--- config.mk ---
export PLATFORM = sky130hd
export DESIGN_NAME = keypad_code_lock
export DESIGN_NICKNAME = d
export VERILOG_FILES = /design/src/hdl/kcl_pkg.sv /design/src/hdl/kcl_pin_conv.sv /design/src/hdl/kcl_next_state.sv /design/src/hdl/keypad_code_lock.sv
export SDC_FILE = /design/constraint.sdc
export NUM_CORES = 1
export LEC_CHECK = 0
export ABC_AREA = 0
export BUFFER_PORTS_ARGS = -buffer_cell sky130_fd_sc_hd__buf_2
export CORE_MARGIN = 1
export CORE_UTILIZATION = 35
export DETAILED_ROUTE_END_ITERATION = 8
export GPL_ROUTABILITY_DRIVEN = 0
export SYNTH_ARGS = -nofsm -noshare
export SYNTH_HDL_FRONTEND = slang
export SYNTH_SLANG_ARGS = --single-unit
--- constraint.sdc ---
create_clock -name clk -period 9.6 [get_ports clk]
set_input_delay 0.48 -clock clk [delete_from_list [all_inputs] [get_ports clk]]
set_output_delay 0.48 -clock clk [all_outputs]
set_load 0.02 [all_outputs]
--- src/hdl/kcl_pkg.sv ---
`default_nettype none

package kcl_pkg;

  localparam int unsigned PinW    = 14;
  localparam int unsigned CodeW   = 16;
  localparam int unsigned EntryW  = 12;
  localparam int unsigned PinMax  = 9999;

  localparam logic [1:0] FUNC_DIGIT  = 2'd0;
  localparam logic [1:0] FUNC_ACCEPT = 2'd1;
  localparam logic [1:0] FUNC_CANCEL = 2'd2;

  localparam logic [1:0] LM_LOCKED   = 2'd0;
  localparam logic [1:0] LM_UNLOCKED = 2'd1;
  localparam logic [1:0] LM_OPEN     = 2'd2;
  localparam logic [1:0] LM_BLOCKED  = 2'd3;

  localparam logic [1:0] LAST_FAIL   = 2'd2;
  localparam logic [3:0] MAX_DIGIT   = 4'd9;
  localparam logic [1:0] LAST_SLOT   = 2'd3;

  typedef enum logic [3:0] {
    MODE_LOCKED   = 4'b0001,
    MODE_UNLOCKED = 4'b0010,
    MODE_OPEN     = 4'b0100,
    MODE_BLOCKED  = 4'b1000
  } mode_t;

  typedef struct packed {
    logic [CodeW-1:0]  stored_code;
    logic [EntryW-1:0] entry_buf;
    logic [1:0]        entry_cnt;
    mode_t             mode;
    logic [1:0]        fails;
  } lock_state_t;

  function automatic logic [1:0] mode_code(input mode_t m);
    logic [1:0] c;
    c = LM_LOCKED;
    unique case (m)
      MODE_LOCKED:   c = LM_LOCKED;
      MODE_UNLOCKED: c = LM_UNLOCKED;
      MODE_OPEN:     c = LM_OPEN;
      MODE_BLOCKED:  c = LM_BLOCKED;
      default:       c = LM_LOCKED;
    endcase
    return c;
  endfunction

endpackage

`default_nettype wire

--- src/hdl/kcl_pin_conv.sv ---
`default_nettype none

module kcl_pin_conv
  import kcl_pkg::*;
(
  input  wire logic             clk,
  input  wire logic             rst_n,
  input  wire logic             cfg_wr_en,
  input  wire logic [PinW-1:0]  cfg_wr_data,
  output logic                  load_valid,
  output logic [CodeW-1:0]      load_code
);

  logic [PinW-1:0] pin_c;
  logic [3:0]      th;
  logic [PinW-1:0] th_sub;
  logic [PinW-1:0] rem_full;

  logic [3:0]      th_r;
  logic [9:0]      rem_r;
  logic            pend_r;
  logic            pend_nxt;

  logic [3:0]      hu;
  logic [9:0]      hu_sub;
  logic [6:0]      rem2;
  logic [3:0]      te;
  logic [6:0]      te_sub;
  logic [6:0]      rem3;

  always_comb begin
    pin_c = (cfg_wr_data > PinW'(PinMax)) ? PinW'(PinMax) : cfg_wr_data;
    th     = 4'd0;
    th_sub = '0;
    for (int k = 1; k < 10; k++) begin
      if (pin_c >= PinW'(k * 1000)) begin
        th     = 4'(k);
        th_sub = PinW'(k * 1000);
      end
    end
    rem_full = pin_c - th_sub;
  end

  assign pend_nxt = cfg_wr_en;

  always_ff @(posedge clk) begin
    if (!rst_n) begin
      pend_r <= 1'b0;
    end else begin
      pend_r <= pend_nxt;
    end
  end

  always_ff @(posedge clk) begin
    if (cfg_wr_en) begin
      th_r  <= th;
      rem_r <= rem_full[9:0];
    end
  end

  always_comb begin
    hu     = 4'd0;
    hu_sub = '0;
    for (int k = 1; k < 10; k++) begin
      if (rem_r >= 10'(k * 100)) begin
        hu     = 4'(k);
        hu_sub = 10'(k * 100);
      end
    end
    rem2   = 7'(rem_r - hu_sub);
    te     = 4'd0;
    te_sub = '0;
    for (int k = 1; k < 10; k++) begin
      if (rem2 >= 7'(k * 10)) begin
        te     = 4'(k);
        te_sub = 7'(k * 10);
      end
    end
    rem3 = rem2 - te_sub;
  end

  assign load_valid = pend_r;
  assign load_code  = {th_r, hu, te, rem3[3:0]};

endmodule

`default_nettype wire

--- src/hdl/kcl_next_state.sv ---
`default_nettype none

module kcl_next_state
  import kcl_pkg::*;
(
  input  wire lock_state_t cur,
  input  wire logic [1:0]  func,
  input  wire logic [3:0]  digit,
  output lock_state_t      nxt
);

  logic [CodeW-1:0] code;

  assign code = {cur.entry_buf, digit};

  always_comb begin
    nxt = cur;
    unique case (func)
      FUNC_DIGIT: begin
        if (cur.mode != MODE_OPEN && digit <= MAX_DIGIT) begin
          if (cur.entry_cnt != LAST_SLOT) begin
            nxt.entry_buf = {cur.entry_buf[EntryW-5:0], digit};
            nxt.entry_cnt = cur.entry_cnt + 2'd1;
          end else begin
            nxt.entry_buf = '0;
            nxt.entry_cnt = '0;
            unique case (cur.mode)
              MODE_LOCKED: begin
                if (code == cur.stored_code) begin
                  nxt.mode  = MODE_UNLOCKED;
                  nxt.fails = '0;
                end else if (cur.fails == LAST_FAIL) begin
                  nxt.mode  = MODE_BLOCKED;
                  nxt.fails = '0;
                end else begin
                  nxt.fails = cur.fails + 2'd1;
                end
              end
              MODE_UNLOCKED: begin
                nxt.stored_code = code;
                nxt.mode        = MODE_LOCKED;
                nxt.fails       = '0;
              end
              MODE_BLOCKED: begin
                nxt.stored_code = code;
                nxt.mode        = MODE_UNLOCKED;
                nxt.fails       = '0;
              end
              default: begin
                nxt.mode = cur.mode;
              end
            endcase
          end
        end
      end
      FUNC_ACCEPT: begin
        if (cur.mode == MODE_UNLOCKED) begin
          nxt.mode = MODE_OPEN;
        end
      end
      FUNC_CANCEL: begin
        nxt.entry_buf = '0;
        nxt.entry_cnt = '0;
        if (cur.mode == MODE_OPEN) begin
          nxt.mode  = MODE_LOCKED;
          nxt.fails = '0;
        end
      end
      default: begin
        nxt = cur;
      end
    endcase
  end

endmodule

`default_nettype wire

--- src/hdl/keypad_code_lock.sv ---
`default_nettype none

// Four-digit keypad code lock. Each input beat is one key press and yields
// exactly one result beat with the lock state after that press. A press is
// taken every cycle unless in_stall is high; it waits in the input register
// and its result beat is valid from the edge at which it moves into the
// result register, which waits while out_stall holds a result, and the lock
// state updates at that same edge. After reset the lock is Locked with PIN
// 0000. A write to cfg_wr_data restarts the lock; the new PIN, clamped to
// 9999, is converted to BCD via a register in kcl_pin_conv and then loaded.
module keypad_code_lock
  import kcl_pkg::*;
(
  input  wire logic            clk,
  input  wire logic            rst_n,
  input  wire logic            cfg_wr_en,
  input  wire logic [PinW-1:0] cfg_wr_data,
  input  wire logic            in_valid,
  output logic                 in_stall,
  input  wire logic [1:0]      in_func,
  input  wire logic [3:0]      in_digit,
  output logic                 out_valid,
  input  wire logic            out_stall,
  output logic [1:0]           out_lock_mode,
  output logic                 out_door_open,
  output logic [1:0]           out_failed_attempts,
  output logic [1:0]           out_digits_entered
);

  logic             s1_valid_r;
  logic             s1_valid_nxt;
  logic [1:0]       s1_func_r;
  logic [3:0]       s1_digit_r;
  logic             out_valid_r;
  logic             out_valid_nxt;
  logic [1:0]       lock_mode_r;
  logic             door_open_r;
  logic [1:0]       fails_r;
  logic [1:0]       digits_r;

  lock_state_t      state_r;
  lock_state_t      state_nxt;
  lock_state_t      step_nxt;

  logic             in_accept;
  logic             s2_ready;
  logic             s2_fire;
  logic             load_valid;
  logic [CodeW-1:0] load_code;

  kcl_pin_conv u_pin_conv (
    .clk         (clk),
    .rst_n       (rst_n),
    .cfg_wr_en   (cfg_wr_en),
    .cfg_wr_data (cfg_wr_data),
    .load_valid  (load_valid),
    .load_code   (load_code)
  );

  kcl_next_state u_next_state (
    .cur   (state_r),
    .func  (s1_func_r),
    .digit (s1_digit_r),
    .nxt   (step_nxt)
  );

  assign s2_ready  = !out_valid_r || !out_stall;
  assign s2_fire   = s1_valid_r && s2_ready;
  assign in_stall  = s1_valid_r && !s2_ready;
  assign in_accept = in_valid && !in_stall;

  always_comb begin
    if (in_accept) begin
      s1_valid_nxt = 1'b1;
    end else if (s2_fire) begin
      s1_valid_nxt = 1'b0;
    end else begin
      s1_valid_nxt = s1_valid_r;
    end

    if (s2_fire) begin
      out_valid_nxt = 1'b1;
    end else if (!out_stall) begin
      out_valid_nxt = 1'b0;
    end else begin
      out_valid_nxt = out_valid_r;
    end

    state_nxt = state_r;
    if (s2_fire) begin
      state_nxt = step_nxt;
    end
    if (cfg_wr_en) begin
      state_nxt.entry_buf = '0;
      state_nxt.entry_cnt = '0;
      state_nxt.mode      = MODE_LOCKED;
      state_nxt.fails     = '0;
    end
    if (load_valid) begin
      state_nxt.stored_code = load_code;
    end
  end

  always_ff @(posedge clk) begin
    if (!rst_n) begin
      s1_valid_r  <= 1'b0;
      out_valid_r <= 1'b0;
      state_r     <= '{stored_code: '0, entry_buf: '0, entry_cnt: '0,
                       mode: MODE_LOCKED, fails: '0};
    end else begin
      s1_valid_r  <= s1_valid_nxt;
      out_valid_r <= out_valid_nxt;
      state_r     <= state_nxt;
    end
  end

  always_ff @(posedge clk) begin
    if (in_accept) begin
      s1_func_r  <= in_func;
      s1_digit_r <= in_digit;
    end
    if (s2_fire) begin
      lock_mode_r <= mode_code(step_nxt.mode);
      door_open_r <= (step_nxt.mode == MODE_OPEN);
      fails_r     <= (step_nxt.mode == MODE_LOCKED) ? step_nxt.fails : 2'd0;
      digits_r    <= step_nxt.entry_cnt;
    end
  end

  assign out_valid           = out_valid_r;
  assign out_lock_mode       = lock_mode_r;
  assign out_door_open       = door_open_r;
  assign out_failed_attempts = fails_r;
  assign out_digits_entered  = digits_r;

`ifndef SYNTHESIS
  a_stall_needs_item: assert property (@(posedge clk) disable iff (!rst_n)
    in_stall |-> s1_valid_r && out_valid_r)
    else $error("input stalled with no item held");

  a_fire_gives_result: assert property (@(posedge clk) disable iff (!rst_n)
    s2_fire |=> out_valid_r)
    else $error("processed beat did not reach the result register");

  a_fails_only_locked: assert property (@(posedge clk) disable iff (!rst_n)
    state_r.fails != 2'd0 |-> state_r.mode == MODE_LOCKED)
    else $error("failure count held outside the locked mode");

  a_fails_bound: assert property (@(posedge clk) disable iff (!rst_n)
    state_r.fails != 2'd3)
    else $error("failure count reached the blocking limit without blocking");

  a_door_matches_mode: assert property (@(posedge clk) disable iff (!rst_n)
    out_valid_r |-> out_door_open == (out_lock_mode == LM_OPEN))
    else $error("door flag disagrees with the lock mode");
`endif

endmodule

`default_nettype wire
# After elaboration in Yosys (flattened, before gate mapping)
# Index checks and enable logic that the tools add are counted.
# W data, S select, Z words.
# word_totals
reg_bits	66
inputBits	25
word_cells	167
# op_classes
addsub	5
n_lt_le_gt_ge	29
eq_ne	17
muxes	77
bitwise	1
n_reduce_logical	21
# ops
op	n
$mux W10	9
$mux W36	2
$mux W16	4
$mux W7	9
$mux W4	15
$ge A14 B13 Y1 const B	4
$ge A10 B10 Y1 const B	4
$mux W3	12
$ge A10 B9 Y1 const B	3
$ge A14 B12 Y1 const B	2
$mux W14	2
$pmux W14 S2	1
$pmux W4 S3	2
$ge A7 B6 Y1 const B	3
$ge A7 B7 Y1 const B	3
$mux W6	3
$eq A16 B16 Y1	1
$ge A14 B10 Y1 const B	1
$ge A14 B11 Y1 const B	1
$ge A14 B14 Y1 const B	1
$ge A7 B5 Y1 const B	2
$gt A14 B14 Y1 const B	1
$mux W2	7
$reduce_bool A2 Y1	6
28 further kinds	52

# Depth between registers and ports, before layout
# depth
word_depth	23
ltp_mapped	23

# Cells and area by module
# A second synthesis with hierarchy kept.
# hier_totals
cells_unflattened	560
area_unflattened_um2	4917.2
# modules_own_cells
module	n_inst	cells_per_inst	area_each_um2
keypad_code_lock	1	205	1993.2
kcl_pin_conv	1	237	1933.1
kcl_next_state	1	118	991.0

# Worst setup path after synthesis
# Ideal clock, no wire load.
# synth_timing
kind	reg-to-reg
start	register u_pin_conv.rem_r[3]
end	register state_r[23] in the netlist's numbering
arrival_ps	4362
required_ps	9480
slack_ps	5118
path_stages_with_launch	22
path_buffers	1
period_less_slack_ps	4482
cell_sequence	edfxtp_1 -> o311ai_0 -> a211oi_1 -> o21a_1 -> o21ai_0 -> nand2_1 -> a21o_1 -> ha_1 -> inv_1 -> fa_1 -> xor2_1 -> and2_1 -> clkbuf_1 -> xnor2_1 -> o311a_1 -> nor3_1 -> nor2_1 -> ha_1 -> fa_1 -> xor2_1 -> and3_1 -> o31a_1
# synth_via
elab_chain_len	23
word_cells_on_any_way	39
classes_between	2 x add/sub; 18 x order compare; 19 x mux
# synth_rtl
element	line	rtl
start, declared	kcl_pin_conv.sv:20	logic [9:0] rem_r;
start signal, assigned	kcl_pin_conv.sv:57	rem_r <= rem_full[9:0];
$ge A10 B7 Y1	kcl_pin_conv.sv:65	if (rem_r >= 10'(k * 100)) begin
$mux W7 (9 in series)	kcl_pin_conv.sv:65	
$sub A7 B7 Y7 (*)	kcl_pin_conv.sv:70	rem2 = 7'(rem_r - hu_sub);
$ge A7 B4 Y1	kcl_pin_conv.sv:74	if (rem2 >= 7'(k * 10)) begin
$mux W4 (9 in series)	kcl_pin_conv.sv:74	
$sub A4 B4 Y4 (*)	kcl_pin_conv.sv:79	rem3 = rem2 - te_sub;
$mux W16 (*)	keypad_code_lock.sv:99	if (load_valid) begin
end signal, assigned	keypad_code_lock.sv:108	state_r <= '{stored_code: '0, entry_buf: '0, entry_cnt: '0,
end signal, assigned	keypad_code_lock.sv:113	state_r <= state_nxt;
end, declared	keypad_code_lock.sv:41	lock_state_t state_r;
# Every way passes the cells marked *; elsewhere a longest branch is shown, timed or not.
# A chain may end at the register's enable or synchronous reset.

# Worst setup path after layout
# Ends and elaborated chain as after synthesis.

==> impl_results.html <==
<table>
<tr><th>Metric</th><th>Value</th></tr>
<tr><th colspan="2">Outcome</th></tr>
<tr><td>Status</td><td>completed</td></tr>
<tr><th colspan="2">Synthesis</th></tr>
<tr><td>Area fraction of the dominant cell type after synthesis</td><td>18.93%</td></tr>
<tr><td>Async S/R FF share, synth</td><td>0%</td></tr>
<tr><td>Post-synthesis area per instance</td><td>8.907 um^2</td></tr>
<tr><td>Most area-consuming cells after synthesis</td><td>sky130_fd_sc_hd__edfxtp_1 19%, sky130_fd_sc_hd__dfxtp_1 18%, sky130_fd_sc_hd__a21oi_1 4.7%, sky130_fd_sc_hd__xor2_1 4.3%, sky130_fd_sc_hd__nand2_1 4.0%</td></tr>
<tr><td>Primary flip-flop cell chosen by synthesis mapping</td><td>sky130_fd_sc_hd__dfxtp_1</td></tr>
<tr><td>Area leader, netlist</td><td>sky130_fd_sc_hd__edfxtp_1</td></tr>
<tr><td>Cell area after synthesis</td><td>0.004284 mm^2</td></tr>
<tr><td>Number of nets produced by synthesis</td><td>roughly 520</td></tr>
<tr><td>Number of instances in the synthesized netlist</td><td>between 400 and 500</td></tr>
<tr><td>Number of storage elements in the synthesis netlist</td><td>66</td></tr>
<tr><td>Count of flip-flops with a built-in enable after synthesis</td><td>27</td></tr>
<tr><td>Share of the yosys chip area belonging to registers</td><td>about 37%</td></tr>
<tr><td>Yosys warns</td><td>0</td></tr>
<tr><td>Number of library cell types mapped by synthesis</td><td>74</td></tr>
<tr><th colspan="2">STA</th></tr>
<tr><td>Final setup violation count</td><td>0</td></tr>
<tr><td>Accumulated negative setup slack</td><td>0 ns</td></tr>
<tr><td>Number of pins exceeding their max-slew limit in the final report</td><td>0</td></tr>
<tr><td>Relative max-transition margin</td><td>14.80%</td></tr>
<tr><td>Number of hold violations in the final report</td><td>0</td></tr>
<tr><td>Min Clock Period, post-route</td><td>about 4.9 ns</td></tr>
<tr><td>Final worst-path cycle share</td><td>50.97%</td></tr>
<tr><td>Worst Skew</td><td>0.008448 ns</td></tr>
<tr><td>F_max</td><td>around 200 MHz</td></tr>
<tr><td>Setup repair after global routing missed its margin</td><td>false</td></tr>
<tr><td>Transition time of the tightest slew-check pin</td><td>around 1.3 ns</td></tr>
<tr><th colspan="2">Drt</th></tr>
<tr><td>Total Routed Length</td><td>around 9800 um</td></tr>
<tr><td>Overall via count from detail_route</td><td>about 3600</td></tr>
<tr><td>Drt wl/cell</td><td>approximately 15 um</td></tr>
<tr><td>Detailed-route DRC error count</td><td>0</td></tr>
<tr><td>Detailed Routing Iterations Pass 1</td><td>5</td></tr>
<tr><td>Iteration-0 DRC Markers</td><td>roughly 280</td></tr>
<tr><td>Residual antenna-violating net count after detailed routing</td><td>0</td></tr>
<tr><td>Detailed-route vias per instance</td><td>5.564</td></tr>
<tr><th colspan="2">Power</th></tr>
<tr><td>Max rail drop VDD</td><td>~0.12 mV</td></tr>
<tr><td>Pwr Density</td><td>roughly 220 mW/mm^2</td></tr>
<tr><td>LEAKAGE</td><td>~1.9 nW</td></tr>
<tr><th colspan="2">GRT</th></tr>
<tr><td>GRT met2 Usage</td><td>between 20% and 30%</td></tr>
<tr><td>Number of global-route vias before repair</td><td>roughly 3500</td></tr>
<tr><td>Met3 global-route usage</td><td>2.538%</td></tr>
<tr><td>Initial antenna violation count</td><td>0</td></tr>
<tr><td>Largest net degree at the start of global routing</td><td>23</td></tr>
<tr><td>Aggregate global-route resource usage</td><td>~16%</td></tr>
<tr><td>Met1 Use GR</td><td>21.19%</td></tr>
<tr><td>Global-route wire length before repair</td><td>around 17000 um</td></tr>
<tr><td>Routing layer with the top usage in global route</td><td>met2</td></tr>
<tr><td>Global route overflow</td><td>0</td></tr>
<tr><th colspan="2">Worst hold path</th></tr>
<tr><td>Hold worst-path end</td><td>s1_digit_r[0]</td></tr>
<tr><td>Hold path cells</td><td>1</td></tr>
<tr><td>Worst min-delay path startpoint</td><td>in_digit[0]</td></tr>
<tr><td>Worst hold path type</td><td>in -&gt; reg</td></tr>
<tr><th colspan="2">CTS</th></tr>
<tr><td>Clock latency on the worst-skew pair</td><td>0.33 ns</td></tr>
<tr><td>Clk pin slew, worst setup/hold paths</td><td>roughly 0.05 ns</td></tr>
<tr><td>TritonCTS buffer count</td><td>9</td></tr>
<tr><td>CTS hold repair buffers</td><td>0</td></tr>
<tr><td>Buffer count from post-CTS setup fixing</td><td>0</td></tr>
<tr><td>Max Buffers Root-to-Sink</td><td>2</td></tr>
<tr><td>Level count of the clock H-tree</td><td>3</td></tr>
<tr><td>Root buffer selected by CTS</td><td>sky130_fd_sc_hd__clkbuf_16</td></tr>
<tr><td>CTS resizes</td><td>0</td></tr>
<tr><td>Clock sink count</td><td>66</td></tr>
<tr><td>Clock tree from TritonCTS</td><td>done</td></tr>
<tr><th colspan="2">Floorplanning</th></tr>
<tr><td>Number of rows in the core area</td><td>40</td></tr>
<tr><td>Number of I/O pins</td><td>34</td></tr>
<tr><td>Vertical extent of the die</td><td>112.6 um</td></tr>
<tr><td>Die area</td><td>between 0.01 and 0.015 mm^2</td></tr>
<tr><td>Chip width</td><td>between 100 and 150 um</td></tr>
<tr><td>Placeable core area</td><td>about 0.012 mm^2</td></tr>
<tr><td>Initial core utilization</td><td>a little over a third</td></tr>
<tr><th colspan="2">Cells and area</th></tr>
<tr><td>Sequential Area</td><td>between 0.0015 and 0.002 mm^2</td></tr>
<tr><td>Relative area change from synthesis to final layout</td><td>12.38%</td></tr>
<tr><td>Final core occ</td><td>40.25%</td></tr>
<tr><td>Share of layout cells above drive strength 1</td><td>between 10% and 20%</td></tr>
<tr><td>Multi-input logic area</td><td>0.002504 mm^2</td></tr>
<tr><td>N_diodes</td><td>0</td></tr>
<tr><td>FILL cells</td><td>between 1000 and 1500</td></tr>
<tr><td>Net count reported at finish</td><td>539</td></tr>
<tr><th colspan="2">Setup path</th></tr>
<tr><td>Cells on worst reg2reg path</td><td>20</td></tr>
<tr><td>Reg2reg setup slack</td><td>between 4 and 5 ns</td></tr>
<tr><td>Reg2reg start</td><td>u_pin_conv.rem_r[3]</td></tr>
<tr><td>Number of buffers and inverters on the critical path</td><td>1</td></tr>
<tr><td>Delay of the slowest critical-path stage</td><td>0.55 ns</td></tr>
<tr><td>Master of the slowest instance on the critical path</td><td>sky130_fd_sc_hd__edfxtp_1</td></tr>
<tr><td>Top cell family by delay on the critical path</td><td>compound AO/OA/AOI/OAI gates</td></tr>
<tr><td>Critical Path Start Type</td><td>flip-flop</td></tr>
<tr><td>Worst reg2reg endpoint</td><td>state_r[23]</td></tr>
<tr><td>Required time at the endpoint of the critical path</td><td>around 9.8 ns</td></tr>
<tr><td>Critical path cell sequence</td><td>o311ai_0, a211oi_1, o21a_1, o21ai_0, nand2_1, a21o_1, ha_1, inv_1, fa_1, xor2_1, and2_1, xnor2_1, o311a_1, nor3_1, nor2_1, ha_1, fa_1, xor2_1, and3_1, o31a_1</td></tr>
<tr><td>Endpoint kind of the worst setup timing path</td><td>flip-flop</td></tr>
<tr><td>CP arrival</td><td>between 5 and 6 ns</td></tr>
<tr><td>Setup CP Type</td><td>reg -&gt; reg</td></tr>
<tr><td>Largest fanout on the critical path</td><td>8</td></tr>
<tr><th colspan="2">Job</th></tr>
<tr><td>Max-cap violations</td><td>0</td></tr>
<tr><th colspan="2">Placed design</th></tr>
<tr><td>DP Wirelength</td><td>7064 um</td></tr>
<tr><td>Port Buffers</td><td>33</td></tr>
</table>
## state kept, by name (all words and copies together) (netlist names)
name	count
state_r	36
u_pin_conv.rem_r	10
s1_digit_r	4
u_pin_conv.th_r	4
out_digits_entered	2
out_failed_attempts	2
out_lock_mode	2
s1_func_r	2
out_door_open	1
out_valid	1
s1_valid_r	1
u_pin_conv.load_valid	1
## power by group
group	internal [mW]	total, mW	switching (mW)	leakage (nW)
clock	0.209	0.326	0.117	0.141
combinational	0.163	0.394	0.232	1.15
sequential	0.318	0.344	0.0263	0.579
total	0.690	1.06	0.375	1.87
## stage by stage
step           power [mW]  instance area, um^2  cells  setup WS, ns  hold WS (ns)
2_1_floorplan      0.6614                 4284    481         5.118        0.4522
3_3_place_gp       0.7299                 4522    635         4.966        0.4720
3_5_place_dp       0.7392                 4522    635         4.782        0.4787
4_1_cts             1.068                 4815    651         4.752        0.3166
5_1_grt             1.136                 4815    651         4.281        0.3167
6_report            1.065                 4815    651         4.706        0.3256
## kinds of logic (layout without fill, tap and decap cells)
kind of cell    count (synthesis)  in the layout  share of synthesized area, %
fa+ha+maj                      15             15                         4.907
mux                             1              1                        0.2337
simple gates                  185            185                         23.16
compound gates                137            137                         22.99
xor+xnor                       32             32                         6.893
buf+inv                        45             68                         4.673
flops                          66             66                         37.15
## layout make-up
type | instances | share of cell area (%)
clock buffer | 14 | 5.275
clock inverter | 2 | 0.8056
sequential | 66 | 33.06
tap | 147 | 3.820
multi-input combinational | 370 | 52.00
timing repair buffer | 34 | 3.586
inverter | 18 | 1.455
## cell usage in the layout (no fill, tap or decap), types with 4 or more instances in the layout
cell | netlist | layout
sky130_fd_sc_hd__a21oi_1 | 40 | 40
sky130_fd_sc_hd__a21o_1 | 6 | 6
sky130_fd_sc_hd__nor4_1 | 7 | 6
sky130_fd_sc_hd__edfxtp_1 | 27 | 27
sky130_fd_sc_hd__and2_1 | 12 | 12
sky130_fd_sc_hd__dfxtp_1 | 39 | 39
sky130_fd_sc_hd__clkbuf_16 | 0 | 9
sky130_fd_sc_hd__and3_1 | 13 | 13
sky130_fd_sc_hd__a2bb2oi_1 | 4 | 4
sky130_fd_sc_hd__nand2b_1 | 14 | 14
sky130_fd_sc_hd__clkbuf_1 | 21 | 4
sky130_fd_sc_hd__nor3_1 | 6 | 5
sky130_fd_sc_hd__nor2_1 | 30 | 30
sky130_fd_sc_hd__ha_1 | 12 | 12
sky130_fd_sc_hd__xor2_1 | 21 | 21
sky130_fd_sc_hd__nor2b_1 | 15 | 15
sky130_fd_sc_hd__o31ai_1 | 6 | 6
sky130_fd_sc_hd__a211oi_1 | 7 | 7
sky130_fd_sc_hd__nand4_1 | 4 | 4
sky130_fd_sc_hd__nand2_1 | 46 | 46
sky130_fd_sc_hd__a221oi_1 | 6 | 6
sky130_fd_sc_hd__o211ai_1 | 4 | 4
sky130_fd_sc_hd__nand3_1 | 19 | 19
sky130_fd_sc_hd__buf_2 | 2 | 33
sky130_fd_sc_hd__inv_1 | 16 | 16
sky130_fd_sc_hd__o21ai_0 | 20 | 20
sky130_fd_sc_hd__a31oi_1 | 4 | 4
sky130_fd_sc_hd__o21a_1 | 4 | 4
sky130_fd_sc_hd__xnor2_1 | 9 | 9
## layer usage
metal	vias up	part of all wire (%)
met5	-	0
met4	0	2.6
met3	18	3.3
met2	81	48
met1	1722	47
li1	1801	-
## synth_stat cells, types with 7 or more instances
master and instances:
sky130_fd_sc_hd__and2_1 12, sky130_fd_sc_hd__nor2_1 30, sky130_fd_sc_hd__dfxtp_1 39, sky130_fd_sc_hd__o21ai_0 20
sky130_fd_sc_hd__xor2_1 21, sky130_fd_sc_hd__clkbuf_1 21, sky130_fd_sc_hd__nand2_1 46, sky130_fd_sc_hd__inv_1 16
sky130_fd_sc_hd__nor4_1 7, sky130_fd_sc_hd__a211oi_1 7, sky130_fd_sc_hd__ha_1 12, sky130_fd_sc_hd__nor2b_1 15
sky130_fd_sc_hd__nand3_1 19, sky130_fd_sc_hd__and3_1 13, sky130_fd_sc_hd__edfxtp_1 27, sky130_fd_sc_hd__xnor2_1 9
sky130_fd_sc_hd__a21oi_1 40, sky130_fd_sc_hd__nand2b_1 14
## worst max path at each step
stage	start	to	slack, ns	depth (start not counted)
6_report	u_pin_conv.rem_r[3]	state_r[23]	4.71	20
5_1_grt	u_pin_conv.rem_r[3]	state_r[23]	4.28	22
4_1_cts	u_pin_conv.rem_r[3]	state_r[23]	4.75	20
3_5_place_dp	u_pin_conv.rem_r[3]	state_r[23]	4.78	20
3_3_place_gp	u_pin_conv.rem_r[3]	state_r[23]	4.97	20
2_1_floorplan	u_pin_conv.rem_r[3]	state_r[23]	5.12	21
Note: power is estimated with default switching activity, not from simulation.
